## src/hw/rtl/msfs_pkg.sv

```systemverilog
`timescale 1ns / 1ps
`default_nettype none

package msfs_pkg;

  // Supervisor states, one-hot
  typedef enum logic [6:0] {
    S_INIT        = 7'b0000001,
    S_IDLE        = 7'b0000010,
    S_WORKING     = 7'b0000100,
    S_TEMP_FAULT  = 7'b0001000,
    S_MOTOR_FAULT = 7'b0010000,
    S_SERVO_FAULT = 7'b0100000,
    S_WAIT_RESET  = 7'b1000000
  } fsm_state_t;

  // State codes as reported on the result stream
  localparam logic [2:0] CODE_INIT        = 3'd0;
  localparam logic [2:0] CODE_IDLE        = 3'd1;
  localparam logic [2:0] CODE_WORKING     = 3'd2;
  localparam logic [2:0] CODE_TEMP_FAULT  = 3'd3;
  localparam logic [2:0] CODE_MOTOR_FAULT = 3'd4;
  localparam logic [2:0] CODE_SERVO_FAULT = 3'd5;
  localparam logic [2:0] CODE_WAIT_RESET  = 3'd6;

  // Request kinds carried in tuser
  localparam logic [1:0] OP_TICK        = 2'd0;
  localparam logic [1:0] OP_RESET_REQ   = 2'd1;
  localparam logic [1:0] OP_SERVO_MOVED = 2'd2;

  // Error report codes
  localparam logic [1:0] REPORT_NONE  = 2'd0;
  localparam logic [1:0] REPORT_MOTOR = 2'd1;
  localparam logic [1:0] REPORT_SERVO = 2'd2;

  // Configuration register indexes
  localparam logic [1:0] REG_MOTOR_CAL    = 2'd0;
  localparam logic [1:0] REG_MOTOR_ENABLE = 2'd1;
  localparam logic [1:0] REG_SERVO_ENABLE = 2'd2;
  localparam logic [1:0] REG_TICK_PERIOD  = 2'd3;

  // Thresholds and time windows
  localparam logic [15:0] HARD_LIMIT_CA     = 16'd4500;
  localparam logic [7:0]  TEMP_LIMIT_C      = 8'd90;
  localparam logic [15:0] SERVO_LIMIT_MV    = 16'd500;
  localparam logic [1:0]  SERVO_MAX_TRIES   = 2'd3;
  localparam logic [31:0] MOTOR_DEBOUNCE_MS = 32'd2500;
  localparam logic [31:0] SERVO_DEBOUNCE_MS = 32'd1000;
  localparam logic [31:0] TEMP_DEBOUNCE_MS  = 32'd1500;
  localparam logic [31:0] SERVO_BLOCK_MS    = 32'd2000;
  localparam logic [31:0] SERVO_CLEAR_MS    = 32'd20000;
  localparam logic signed [17:0] MOTOR_BASE_CA = 18'sd200;
  // Threshold slope is 10 + (calibration - 50), i.e. calibration - 40
  localparam logic signed [8:0]  MOTOR_CAL_OFFSET = 9'sd40;

  localparam logic [6:0]  CAL_RESET    = 7'd50;
  localparam logic [9:0]  PERIOD_RESET = 10'd200;

  // Map a one-hot state to its reported code
  function automatic logic [2:0] state_code(input fsm_state_t s);
    logic [2:0] c;
    case (s)
      S_INIT:        c = CODE_INIT;
      S_IDLE:        c = CODE_IDLE;
      S_WORKING:     c = CODE_WORKING;
      S_TEMP_FAULT:  c = CODE_TEMP_FAULT;
      S_MOTOR_FAULT: c = CODE_MOTOR_FAULT;
      S_SERVO_FAULT: c = CODE_SERVO_FAULT;
      S_WAIT_RESET:  c = CODE_WAIT_RESET;
      default:       c = CODE_INIT;
    endcase
    return c;
  endfunction

endpackage

`default_nettype wire

```

## src/hw/rtl/motor_servo_fault_supervisor_unit.sv

```systemverilog
`timescale 1ns / 1ps
`default_nettype none

// Motor drive fault supervisor.
// Input stream (s_*): one request per transfer; s_tuser selects a check tick,
// an error reset request or a servo moved event, s_tdata carries the
// measurements and the run / error-accepted flags.
// Output stream (m_*): exactly one result per request: the state after the
// request, the error report code and the servo retry pulse.
// Configuration: cfg_we writes register cfg_index with cfg_data;
// write only while no request is in flight.
// A result is valid the cycle after its request is accepted.
// Throughput: one request per cycle unless the result stream stalls; all
// evaluation for a tick is one pass of compare/add logic plus a 9x8
// threshold multiply between the state registers and the result register.
// Stall: the result register holds while m_tready is low; s_tready is high
// whenever the result register is empty or being drained this cycle.
// Reset (rst, synchronous): state goes to init, timers and flags clear,
// registers return to calibration 50, both checks on, 200 ms per tick.
module motor_servo_fault_supervisor_unit
  import msfs_pkg::*;
(
  input  wire logic        clk,
  input  wire logic        rst,
  // request stream
  input  wire logic        s_tvalid,
  output logic             s_tready,
  // [0] start_system, [16:1] motor_current_ca, [23:17] motor_setting,
  // [39:24] servo_voltage_mv, [47:40] temperature_c, [48] error_accepted
  input  wire logic [55:0] s_tdata,
  // [1:0] operation
  input  wire logic [1:0]  s_tuser,
  // result stream
  output logic             m_tvalid,
  input  wire logic        m_tready,
  // [2:0] fault_state, [4:3] error_report, [5] servo_retry
  output logic [7:0]       m_tdata,
  // configuration
  input  wire logic        cfg_we,
  input  wire logic [1:0]  cfg_index,
  input  wire logic [9:0]  cfg_data
);

  // Configuration registers
  logic [6:0] motor_calibration;
  logic       motor_checks_enable;
  logic       servo_checks_enable;
  logic [9:0] tick_period_ms;

  // Supervisor state
  fsm_state_t  fsm_state, fsm_state_next;
  logic [31:0] now_ms, now_ms_next;
  logic        motor_pending, motor_pending_next;
  logic [31:0] motor_deadline, motor_deadline_next;
  logic        temp_pending, temp_pending_next;
  logic [31:0] temp_deadline, temp_deadline_next;
  logic        servo_pending, servo_pending_next;
  logic [31:0] servo_deadline, servo_deadline_next;
  logic [31:0] servo_block_until, servo_block_until_next;
  logic [31:0] servo_tries_clear_at, servo_tries_clear_at_next;
  logic [1:0]  servo_tries, servo_tries_next;
  logic        reset_requested, reset_requested_next;

  // Result register
  logic [2:0] res_state;
  logic [1:0] res_report, res_report_next;
  logic       res_retry, res_retry_next;

  // Request fields
  logic [1:0]  operation;
  logic        start_system;
  logic [15:0] motor_current_ca;
  logic [6:0]  motor_setting;
  logic [15:0] servo_voltage_mv;
  logic [7:0]  temperature_c;
  logic        error_accepted;

  logic accept;

  assign operation        = s_tuser;
  assign start_system     = s_tdata[0];
  assign motor_current_ca = s_tdata[16:1];
  assign motor_setting    = s_tdata[23:17];
  assign servo_voltage_mv = s_tdata[39:24];
  assign temperature_c    = s_tdata[47:40];
  assign error_accepted   = s_tdata[48];

  assign s_tready = !m_tvalid || m_tready;
  assign accept   = s_tvalid && s_tready;
  assign m_tdata  = {2'b00, res_retry, res_report, res_state};

  // Speed-dependent motor threshold in centiamps
  logic signed [8:0]  cal_off;
  logic signed [16:0] motor_prod;
  logic signed [17:0] motor_limit;
  logic               motor_over;
  logic               hard_over;

  always_comb begin
    cal_off     = $signed({2'b00, motor_calibration}) - MOTOR_CAL_OFFSET;
    motor_prod  = cal_off * $signed({1'b0, motor_setting});
    motor_limit = {motor_prod[16], motor_prod} + MOTOR_BASE_CA;
    motor_over  = $signed({2'b00, motor_current_ca}) > motor_limit;
    hard_over   = motor_current_ca > HARD_LIMIT_CA;
  end

  // Evaluate one request
  always_comb begin
    logic [31:0] now_tick;
    logic        servo_armed;

    now_tick = now_ms + {22'd0, tick_period_ms};

    fsm_state_next            = fsm_state;
    now_ms_next               = now_ms;
    motor_pending_next        = motor_pending;
    motor_deadline_next       = motor_deadline;
    temp_pending_next         = temp_pending;
    temp_deadline_next        = temp_deadline;
    servo_pending_next        = servo_pending;
    servo_deadline_next       = servo_deadline;
    servo_block_until_next    = servo_block_until;
    servo_tries_clear_at_next = servo_tries_clear_at;
    servo_tries_next          = servo_tries;
    reset_requested_next      = reset_requested;
    res_report_next           = REPORT_NONE;
    res_retry_next            = 1'b0;
    servo_armed = (servo_block_until < now_tick) && (servo_voltage_mv > SERVO_LIMIT_MV)
                  && servo_checks_enable;

    case (operation)
      OP_RESET_REQ: begin
        reset_requested_next = 1'b1;
      end
      OP_SERVO_MOVED: begin
        servo_block_until_next    = now_ms + SERVO_BLOCK_MS;
        servo_tries_clear_at_next = now_ms + SERVO_CLEAR_MS;
        servo_tries_next          = 2'd0;
      end
      OP_TICK: begin
        now_ms_next = now_tick;
        case (fsm_state)
          S_INIT: begin
            fsm_state_next = S_IDLE;
          end
          S_IDLE: begin
            motor_pending_next = 1'b0;
            if (start_system) begin
              fsm_state_next = S_WORKING;
            end
          end
          S_WORKING: begin
            fsm_state_next = S_WORKING;
            if (!start_system) begin
              fsm_state_next = S_IDLE;
            end
            if (hard_over) begin
              fsm_state_next = S_MOTOR_FAULT;
            end
            // Debounced motor overcurrent
            if (motor_over && motor_checks_enable) begin
              if (!motor_pending) begin
                motor_pending_next  = 1'b1;
                motor_deadline_next = now_tick + MOTOR_DEBOUNCE_MS;
              end else if (motor_deadline < now_tick) begin
                fsm_state_next = S_MOTOR_FAULT;
              end
            end else begin
              motor_pending_next = 1'b0;
            end
            // Servo overcurrent with retries
            if (servo_armed) begin
              if (!servo_pending) begin
                servo_pending_next  = 1'b1;
                servo_deadline_next = now_tick + SERVO_DEBOUNCE_MS;
              end else if (servo_deadline < now_tick) begin
                if (servo_tries < SERVO_MAX_TRIES) begin
                  servo_block_until_next    = now_tick + SERVO_BLOCK_MS;
                  servo_tries_clear_at_next = now_tick + SERVO_CLEAR_MS;
                  servo_tries_next          = servo_tries + 2'd1;
                  res_retry_next            = 1'b1;
                end else begin
                  fsm_state_next   = S_SERVO_FAULT;
                  servo_tries_next = 2'd0;
                end
              end
            end else begin
              if (servo_tries_clear_at < now_tick) begin
                servo_tries_next = 2'd0;
              end
              servo_pending_next = 1'b0;
            end
            // Debounced overtemperature
            if ((temperature_c > TEMP_LIMIT_C) && motor_checks_enable) begin
              if (!temp_pending) begin
                temp_pending_next  = 1'b1;
                temp_deadline_next = now_tick + TEMP_DEBOUNCE_MS;
              end else if (temp_deadline < now_tick) begin
                fsm_state_next = S_TEMP_FAULT;
              end
            end else begin
              temp_pending_next = 1'b0;
            end
          end
          S_TEMP_FAULT: begin
            fsm_state_next = S_TEMP_FAULT;
          end
          S_MOTOR_FAULT, S_SERVO_FAULT: begin
            res_report_next = (fsm_state == S_MOTOR_FAULT) ? REPORT_MOTOR : REPORT_SERVO;
            if (error_accepted) begin
              fsm_state_next = S_WAIT_RESET;
            end else begin
              reset_requested_next   = 1'b0;
              motor_deadline_next    = 32'd0;
              motor_pending_next     = 1'b0;
              servo_pending_next     = 1'b0;
              servo_block_until_next = now_tick + SERVO_BLOCK_MS;
              servo_tries_next       = 2'd0;
              fsm_state_next         = S_IDLE;
            end
          end
          S_WAIT_RESET: begin
            if (reset_requested) begin
              reset_requested_next   = 1'b0;
              motor_deadline_next    = 32'd0;
              motor_pending_next     = 1'b0;
              servo_pending_next     = 1'b0;
              servo_block_until_next = now_tick + SERVO_BLOCK_MS;
              servo_tries_next       = 2'd0;
              fsm_state_next         = S_IDLE;
            end
          end
          default: begin
            fsm_state_next = S_INIT;
          end
        endcase
      end
      default: begin
        // no operation: hold everything
      end
    endcase
  end

  // Configuration writes
  always_ff @(posedge clk) begin
    if (rst) begin
      motor_calibration   <= CAL_RESET;
      motor_checks_enable <= 1'b1;
      servo_checks_enable <= 1'b1;
      tick_period_ms      <= PERIOD_RESET;
    end else if (cfg_we) begin
      case (cfg_index)
        REG_MOTOR_CAL:    motor_calibration   <= cfg_data[6:0];
        REG_MOTOR_ENABLE: motor_checks_enable <= cfg_data[0];
        REG_SERVO_ENABLE: servo_checks_enable <= cfg_data[0];
        REG_TICK_PERIOD:  tick_period_ms      <= cfg_data;
        default: begin
        end
      endcase
    end
  end

  // Advance state on each accepted request
  always_ff @(posedge clk) begin
    if (rst) begin
      fsm_state            <= S_INIT;
      now_ms               <= 32'd0;
      motor_pending        <= 1'b0;
      motor_deadline       <= 32'd0;
      temp_pending         <= 1'b0;
      temp_deadline        <= 32'd0;
      servo_pending        <= 1'b0;
      servo_deadline       <= 32'd0;
      servo_block_until    <= 32'd0;
      servo_tries_clear_at <= 32'd0;
      servo_tries          <= 2'd0;
      reset_requested      <= 1'b0;
    end else if (accept) begin
      fsm_state            <= fsm_state_next;
      now_ms               <= now_ms_next;
      motor_pending        <= motor_pending_next;
      motor_deadline       <= motor_deadline_next;
      temp_pending         <= temp_pending_next;
      temp_deadline        <= temp_deadline_next;
      servo_pending        <= servo_pending_next;
      servo_deadline       <= servo_deadline_next;
      servo_block_until    <= servo_block_until_next;
      servo_tries_clear_at <= servo_tries_clear_at_next;
      servo_tries          <= servo_tries_next;
      reset_requested      <= reset_requested_next;
    end
  end

  // Result register: load on accept, drop when taken
  always_ff @(posedge clk) begin
    if (rst) begin
      m_tvalid <= 1'b0;
    end else if (accept) begin
      m_tvalid <= 1'b1;
    end else if (m_tready) begin
      m_tvalid <= 1'b0;
    end
  end

  always_ff @(posedge clk) begin
    if (accept) begin
      res_state  <= state_code(fsm_state_next);
      res_report <= res_report_next;
      res_retry  <= res_retry_next;
    end
  end

  // A retry pulse never comes with a report or a servo fault
  assert property (@(posedge clk) disable iff (rst)
    (m_tvalid && res_retry) |->
      ((res_report == REPORT_NONE) && (res_state != CODE_SERVO_FAULT)))
    else $error("servo retry together with a fault report");

  // A reported error always leaves the fault state
  assert property (@(posedge clk) disable iff (rst)
    (m_tvalid && (res_report != REPORT_NONE)) |->
      ((res_state == CODE_IDLE) || (res_state == CODE_WAIT_RESET)))
    else $error("error report with unexpected next state");

  // Temperature fault latches until reset
  assert property (@(posedge clk) disable iff (rst)
    (fsm_state == S_TEMP_FAULT) |=> (fsm_state == S_TEMP_FAULT))
    else $error("temperature fault released");

  // Every accepted request leaves a result behind
  assert property (@(posedge clk) disable iff (rst)
    accept |=> m_tvalid)
    else $error("accepted request without result");

  // Servo retry count never passes the limit
  assert property (@(posedge clk) disable iff (rst)
    servo_tries <= SERVO_MAX_TRIES)
    else $error("servo retry count overflow");

endmodule

`default_nettype wire
```

## config.mk

```make
export PLATFORM = sky130hd
export DESIGN_NAME = motor_servo_fault_supervisor_unit
export DESIGN_NICKNAME = d
export VERILOG_FILES = /design/src/hw/rtl/msfs_pkg.sv /design/src/hw/rtl/motor_servo_fault_supervisor_unit.sv
export SDC_FILE = /design/constraint.sdc
export NUM_CORES = 1
export LEC_CHECK = 0
export CORE_MARGIN = 8
export CORE_UTILIZATION = 50
export DETAILED_ROUTE_END_ITERATION = 6
export DONT_BUFFER_PORTS = 1
export GPL_TIMING_DRIVEN = 1
export HOLD_SLACK_MARGIN = 0.03
export PLACE_DENSITY = 0.69
export SYNTH_ARGS = -nofsm -noshare
export SYNTH_HDL_FRONTEND = slang
export SYNTH_SLANG_ARGS = --single-unit
```

## constraint.sdc

```tcl
create_clock -name clk -period 13.6 [get_ports clk]
set_input_delay 2.72 -clock clk [delete_from_list [all_inputs] [get_ports clk]]
set_output_delay 2.72 -clock clk [all_outputs]
set_load 0.005 [all_outputs]
```

==> flow_summary.ini, run 1 <==
[min_path]
worstHoldStart = temp_deadline[14]
hold_end = temp_deadline[14]
hold_path.class = flop to flop
whs_path_depth = 2

[timing]
worstMarginPinSlew_ns = 1.33
setup_viol = 0
hold_viol_final = 0
fin_tns_setup_ns = 0
timing.slew.headroom = 0.114
rsz0062_at_grt = no
fin_crit_sh = 0.698
clock_skew_ns = 0.0210
period_needed_ns = 9.49
fmax_mhz = 105
final.setup.worst_slack_ns = 4.11
drv_slew = 0

[yosys]
yosysWarnings = 0
syn-instance-count = 2507
yosysSeqAreaShare = 0.234
postSynthAreaPerCell_sq_um = 7.98
synthArstFlopShare = 0
synth_cell_type_count = 103
ys.flop_type = dfxtp_1
synth_edf_count = 6
ys_ff_latch = 231
syn_area_sq_um = 20000

[global_routing]
grt_pass1_wl_microns = 97000
grt_overflow = 0
grtUsageTotal = 0.250
antenna_found_initial = 0
grt_pass1_vias = 18000
grt_max_degree = 174

[clock_network]
insertion_delay_ns = 0.56
clk_path_buf_depth = 3
clk_pin_slew_ns = 0.06
cts_buffers = 27
h-tree-depth = 1
cts_root_buffer = clkbuf_16
clock_sinks = 231
cts_setup_buffers = 0
ctsHoldBuffers = 0
cts_tree = done
ctsResizeCount = 0

[worst_setup_path]
crit_arrival_ns = 9.96
cp_num_buf_inv = 6
cp_common_cell = inv_1
critPathMaxStageDelay_ns = 0.88
ff2ff_setup_slack_ns = 4.67
crit_fanout = 17
slowest_stage = nor2_1
required_ns = 14.07
r2r-end = motor_deadline[28]
reg2reg_from = motor_calibration[3]
cp-end-kind = flop
crit_family = adder cells
worstSetupPathType = input port to flop
start_kind = input port
ff2ff_path_depth = 30

[routing]
drtPass1Iterations = 5
drtIter0Drc = 1551
via_per_inst = 6.25
drc = 0
wl_per_cell_microns = 20.3
ant_nets = 0
drt_wl_total_microns = 60400
routed-via-count = 18600

[layout]
final_common_cell = nand2_1
utilization = 0.535
fillers = 3762
diodes = 0
fin_nets = 2789
final_cell_mix = nand2_1 (299), dfxtp_1 (225), ha_1 (224)
area_growth_pct = 5.99
layout-drive-gt1-share = 0.0533
register_area_sq_um = 4680
multi_input_area_sq_um = 14300

[die]
ioPinCount = 85
fp.coreArea_sq_um = 39600
die_y_microns = 216
start_util = 0.505
dieArea_sq_um = 46700
rows = 73
die_x_microns = 216

[power_and_ir_drop]
p_leak_nw = 8.41
ir_drop_mv = 0.0809
p_total_mw = 1.87
p_per_area_nw_per_um2 = 88.1

[flow_run]
drv_cap = 0

[placed_design]
dp_slack_ns = 3.57
place_congestion = 0.931
io_buffers = 0
dp_hpwl_microns = 45700

[run_status]
status = finished clean
-- power by group --
group,switching [mW],internal [mW],leakage [nW]
clock network,0.302,0.414,0.425
registers,0.0100,0.689,1.88
logic,0.271,0.184,6.10
-- how the worst max path moves through the flow --
| stage | start | to | slack [ns] | cells past startpoint |
|---|---|---|---|---|
| finish | s_tdata[22] | motor_deadline[28] | 4.11 | 28 |
| global placement | s_tdata[22] | motor_deadline[18] | 3.69 | 28 |
| floorplan | s_tdata[22] | res_state[0] | 4.38 | 27 |
| CTS | s_tdata[22] | motor_deadline[28] | 4.12 | 28 |
| detailed placement | s_tdata[22] | motor_deadline[18] | 3.57 | 28 |
| global route | s_tdata[22] | motor_deadline[17] | 3.67 | 28 |
-- area by class of cell --
cell class	count	share of cell area
clock buffer	39	0.0368
clock inverter	8	0.00313
inverter	139	0.0246
multi-input combinational	2009	0.673
sequential	231	0.221
tap	525	0.0310
timing repair buffer	30	0.0106
-- cells by family after synthesis --
| logic type | share of synthesized area |
|---|---|
| flops | 0.234 |
| xor+xnor | 0.0639 |
| other cells | 0.000187 |
| buf+inv | 0.0536 |
| simple gates | 0.243 |
| mux | 0.0101 |
| compound gates | 0.203 |
| fa+ha+maj | 0.192 |
-- metal layers --
| layer | share of wire | wire length (microns) | global-route usage | vias to the layer above |
|---|---|---|---|---|
| li1 | - | - | - | 8917 |
| met1 | 0.44 | 26600 | 0.337 | 8947 |
| met2 | 0.46 | 27800 | 0.408 | 656 |
| met4 | 0.028 | 1680 | 0.0803 | 0 |
| met3 | 0.071 | 4290 | 0.0340 | 105 |
| met5 | 0 | 0 | 0 | - |
-- metrics by stage --
stage	cell area (sq um)	std cells	hold slack, ns
6_report	21200	2981	0.453
5_1_grt	21200	2981	0.465
4_1_cts	21200	2981	0.454
3_5_place_dp	20400	2934	0.445
3_3_place_gp	20400	2934	0.439
2_1_floorplan	20000	2508	0.431
-- worst min-delay path, cell delays in order, from the launching register on --
cell and delay, ns:
dfxtp_1 0.31, nand2_1 0.05, a21oi_1 0.05
-- synthesized netlist by cell type (all sizes together), types with 36 or more instances --
master,n,area (sq um)
o21ai,96,499
nor3,76,423
dfxtp,225,4500
nand4,53,344
fa,52,1040
ha,224,2800
a21oi,187,943
xnor2,102,893
a211oi,53,428
clkbuf,98,370
a21o,36,270
inv,138,518
nand3,120,611
xor2,44,385
nor2,191,717
nand2,302,1150
and2,41,257
-- state kept, by name, summed over array words and instances (netlist names), 2 cells and up --
| name | cells |
|---|---|
| fsm_state | 7 |
| motor_calibration | 7 |
| motor_deadline | 32 |
| now_ms | 32 |
| res_report | 2 |
| res_state | 3 |
| servo_block_until | 32 |
| servo_deadline | 32 |
| servo_tries | 2 |
| servo_tries_clear_at | 32 |
| temp_deadline | 32 |
| tick_period_ms | 10 |
Power figures use the tool's default switching activity.
==> run 2, diff against run 1 <==
--- a/config.mk
+++ b/config.mk
@@ -11,7 +11,7 @@
 export DONT_BUFFER_PORTS = 1
 export GPL_TIMING_DRIVEN = 1
 export HOLD_SLACK_MARGIN = 0.03
-export PLACE_DENSITY = 0.69
+export PLACE_DENSITY = 0.72
 export SYNTH_ARGS = -nofsm -noshare
 export SYNTH_HDL_FRONTEND = slang
 export SYNTH_SLANG_ARGS = --single-unit
==> constraint.sdc (replaced) <==
create_clock -name clk -period 7.8 [get_ports clk]
set_input_delay 1.56 -clock clk [delete_from_list [all_inputs] [get_ports clk]]
set_output_delay 1.56 -clock clk [all_outputs]
set_load 0.005 [all_outputs]
==> run 2 against run 1 <==
Effect of this change:
- worst hold slack improved by 0.0039 ns
- total power grew 83%
- utilization increased by 1.1 points
- clock skew decreased by 0.0026 ns
- highest routed layer unchanged
- final area rose by 2.1%
- count of clock-buffer cells in the layout shrank 1
- combinational power up 110%
- clock power grew 73%
==> flow_summary.ini, run 2 (synthesis results as in run 1) <==
[timing]
fin_hold_ws_ns = 0.457
clock_skew_ns = 0.0184
hold_viol_final = 0
worstMarginPinSlew_ns = 1.16
final.setup.worst_slack_ns = 0.259
setup_viol = 0
period_needed_ns = 7.54
timing.slew.headroom = 0.223
fmax_mhz = 133
fin_crit_sh = 0.967
fin_tns_setup_ns = 0
drv_slew = 0

[routing]
ant_nets = 0
via_per_inst = 6.22
drc = 0
drt_wl_total_microns = 60600
drtIter0Drc = 1481
routed-via-count = 18800
drtPass1Iterations = 7
wl_per_cell_microns = 20.0

[layout]
final_cell_mix = nand2_1 (299), dfxtp_1 (224), ha_1 (221)
fin_nets = 2834
layout-drive-gt1-share = 0.0776
stdcell_count = 3026
register_area_sq_um = 4690
diodes = 0
multi_input_area_sq_um = 14400
fillers = 3673
area_growth_pct = 8.21
final_common_cell = nand2_1

[power_and_ir_drop]
ir_drop_mv = 0.145
p_leak_nw = 8.64
p_total_mw = 3.42
p_per_area_nw_per_um2 = 158

[worst_setup_path]
crit_arrival_ns = 7.86
r2r-end = res_state[0]
reg2reg_from = motor_calibration[3]
ff2ff_setup_slack_ns = 0.35
required_ns = 8.12
worstSetupPathType = input port to flop
crit_fanout = 8
ff2ff_path_depth = 30
cp-end-kind = flop
start_kind = input port

[clock_network]
insertion_delay_ns = 0.56
ctsHoldBuffers = 0
h-tree-depth = 1
clk_pin_slew_ns = 0.06
clock_sinks = 231
cts_root_buffer = clkbuf_16
clk_path_buf_depth = 3
cts_tree = done
cts_buffers = 27

[die]
die_y_microns = 216
die_x_microns = 216
start_util = 0.505
fp.coreArea_sq_um = 39600
ioPinCount = 85
rows = 73
dieArea_sq_um = 46700

[placed_design]
place_congestion = 0.907
dp.cells = 2977
dp_slack_ns = -0.616
dp_hpwl_microns = 46300
io_buffers = 0

[min_path]
hold_path.class = flop to flop
hold_end = servo_deadline[24]
worstHoldStart = servo_deadline[24]
whs_path_depth = 2

[global_routing]
grt_pass1_vias = 18200
grt_max_degree = 174
grt_pass1_wl_microns = 95900
antenna_found_initial = 0
grtUsageTotal = 0.248
grt_overflow = 0

[flow_run]
drv_cap = 0

[run_status]
status = finished clean
[run 2: cell count changes in the layout (fill, tap and decap cells not counted), sizes merged]
cell and delta:
clkbuf -1, buf +45, clkinvlp +1
[run 2: area by class of cell]
class,count,share of cell area
repair buffers,75,0.0260
flip-flops and latches,231,0.216
clock inverters,9,0.00370
well taps,525,0.0303
multi-input cells,2009,0.664
clock buffers,38,0.0354
inverters,139,0.0241
[run 2: timing repair]
item,4_1_cts,5_1_grt
gates resized for setup,1,20
endpoints found under the setup margin,1,5
endpoints found under the hold margin,0,0
buffers inserted,0,2
pin swaps,1,17
[run 2: worst max-delay path by stage]
stage,from,end,slack (ns)
2_1_floorplan,s_tdata[22],res_state[0],0.004
3_3_place_gp,s_tdata[22],res_state[0],-0.55
3_5_place_dp,s_tdata[22],res_state[0],-0.62
4_1_cts,s_tdata[19],res_state[0],0.007
5_1_grt,s_tdata[17],res_state[0],-0.06
6_report,s_tdata[22],res_state[0],0.26
[run 2: stage by stage]
| step | instance area [sq um] | util |
|---|---|---|
| after floorplan | 20000 | - |
| after global placement | 20700 | 0.522 |
| after detailed placement | 20700 | 0.522 |
| after CTS | 21600 | 0.544 |
| after global routing | 21700 | 0.546 |
| final | 21700 | 0.546 |
[run 2: worst max-delay path, stage by stage]
cell	delay, ns
and2_1	0.16
fa_1	0.53
inv_1	0.05
fa_1	0.47
inv_1	0.05
fa_1	0.52
inv_1	0.05
fa_1	0.49
inv_2	0.05
ha_4	0.23
inv_2	0.05
o21bai_1	0.07
a21oi_2	0.19
nand2b_4	0.16
a21boi_1	0.08
o31a_1	0.31
o41ai_2	0.30
xor2_1	0.13
ha_1	0.33
nand3_2	0.10
nor3_2	0.21
nand2_1	0.09
o311a_1	0.36
o211ai_1	0.18
buf_4	0.17
or4b_4	0.50
o211a_1	0.26
a32o_1	0.20
[run 2: per-layer routing]
metal | global-route usage | vias to the layer above | routed length, microns
li1 | - | 9024 | -
met1 | 0.323 | 8941 | 26000
met2 | 0.413 | 725 | 28000
met3 | 0.0416 | 132 | 4680
met4 | 0.0859 | 0 | 1960
met5 | 0 | - | 0
[run 2: where the power goes]
group	internal [mW]	switching, mW
sequential	1.20	0.0172
combinational	0.405	0.557
clock	0.714	0.530
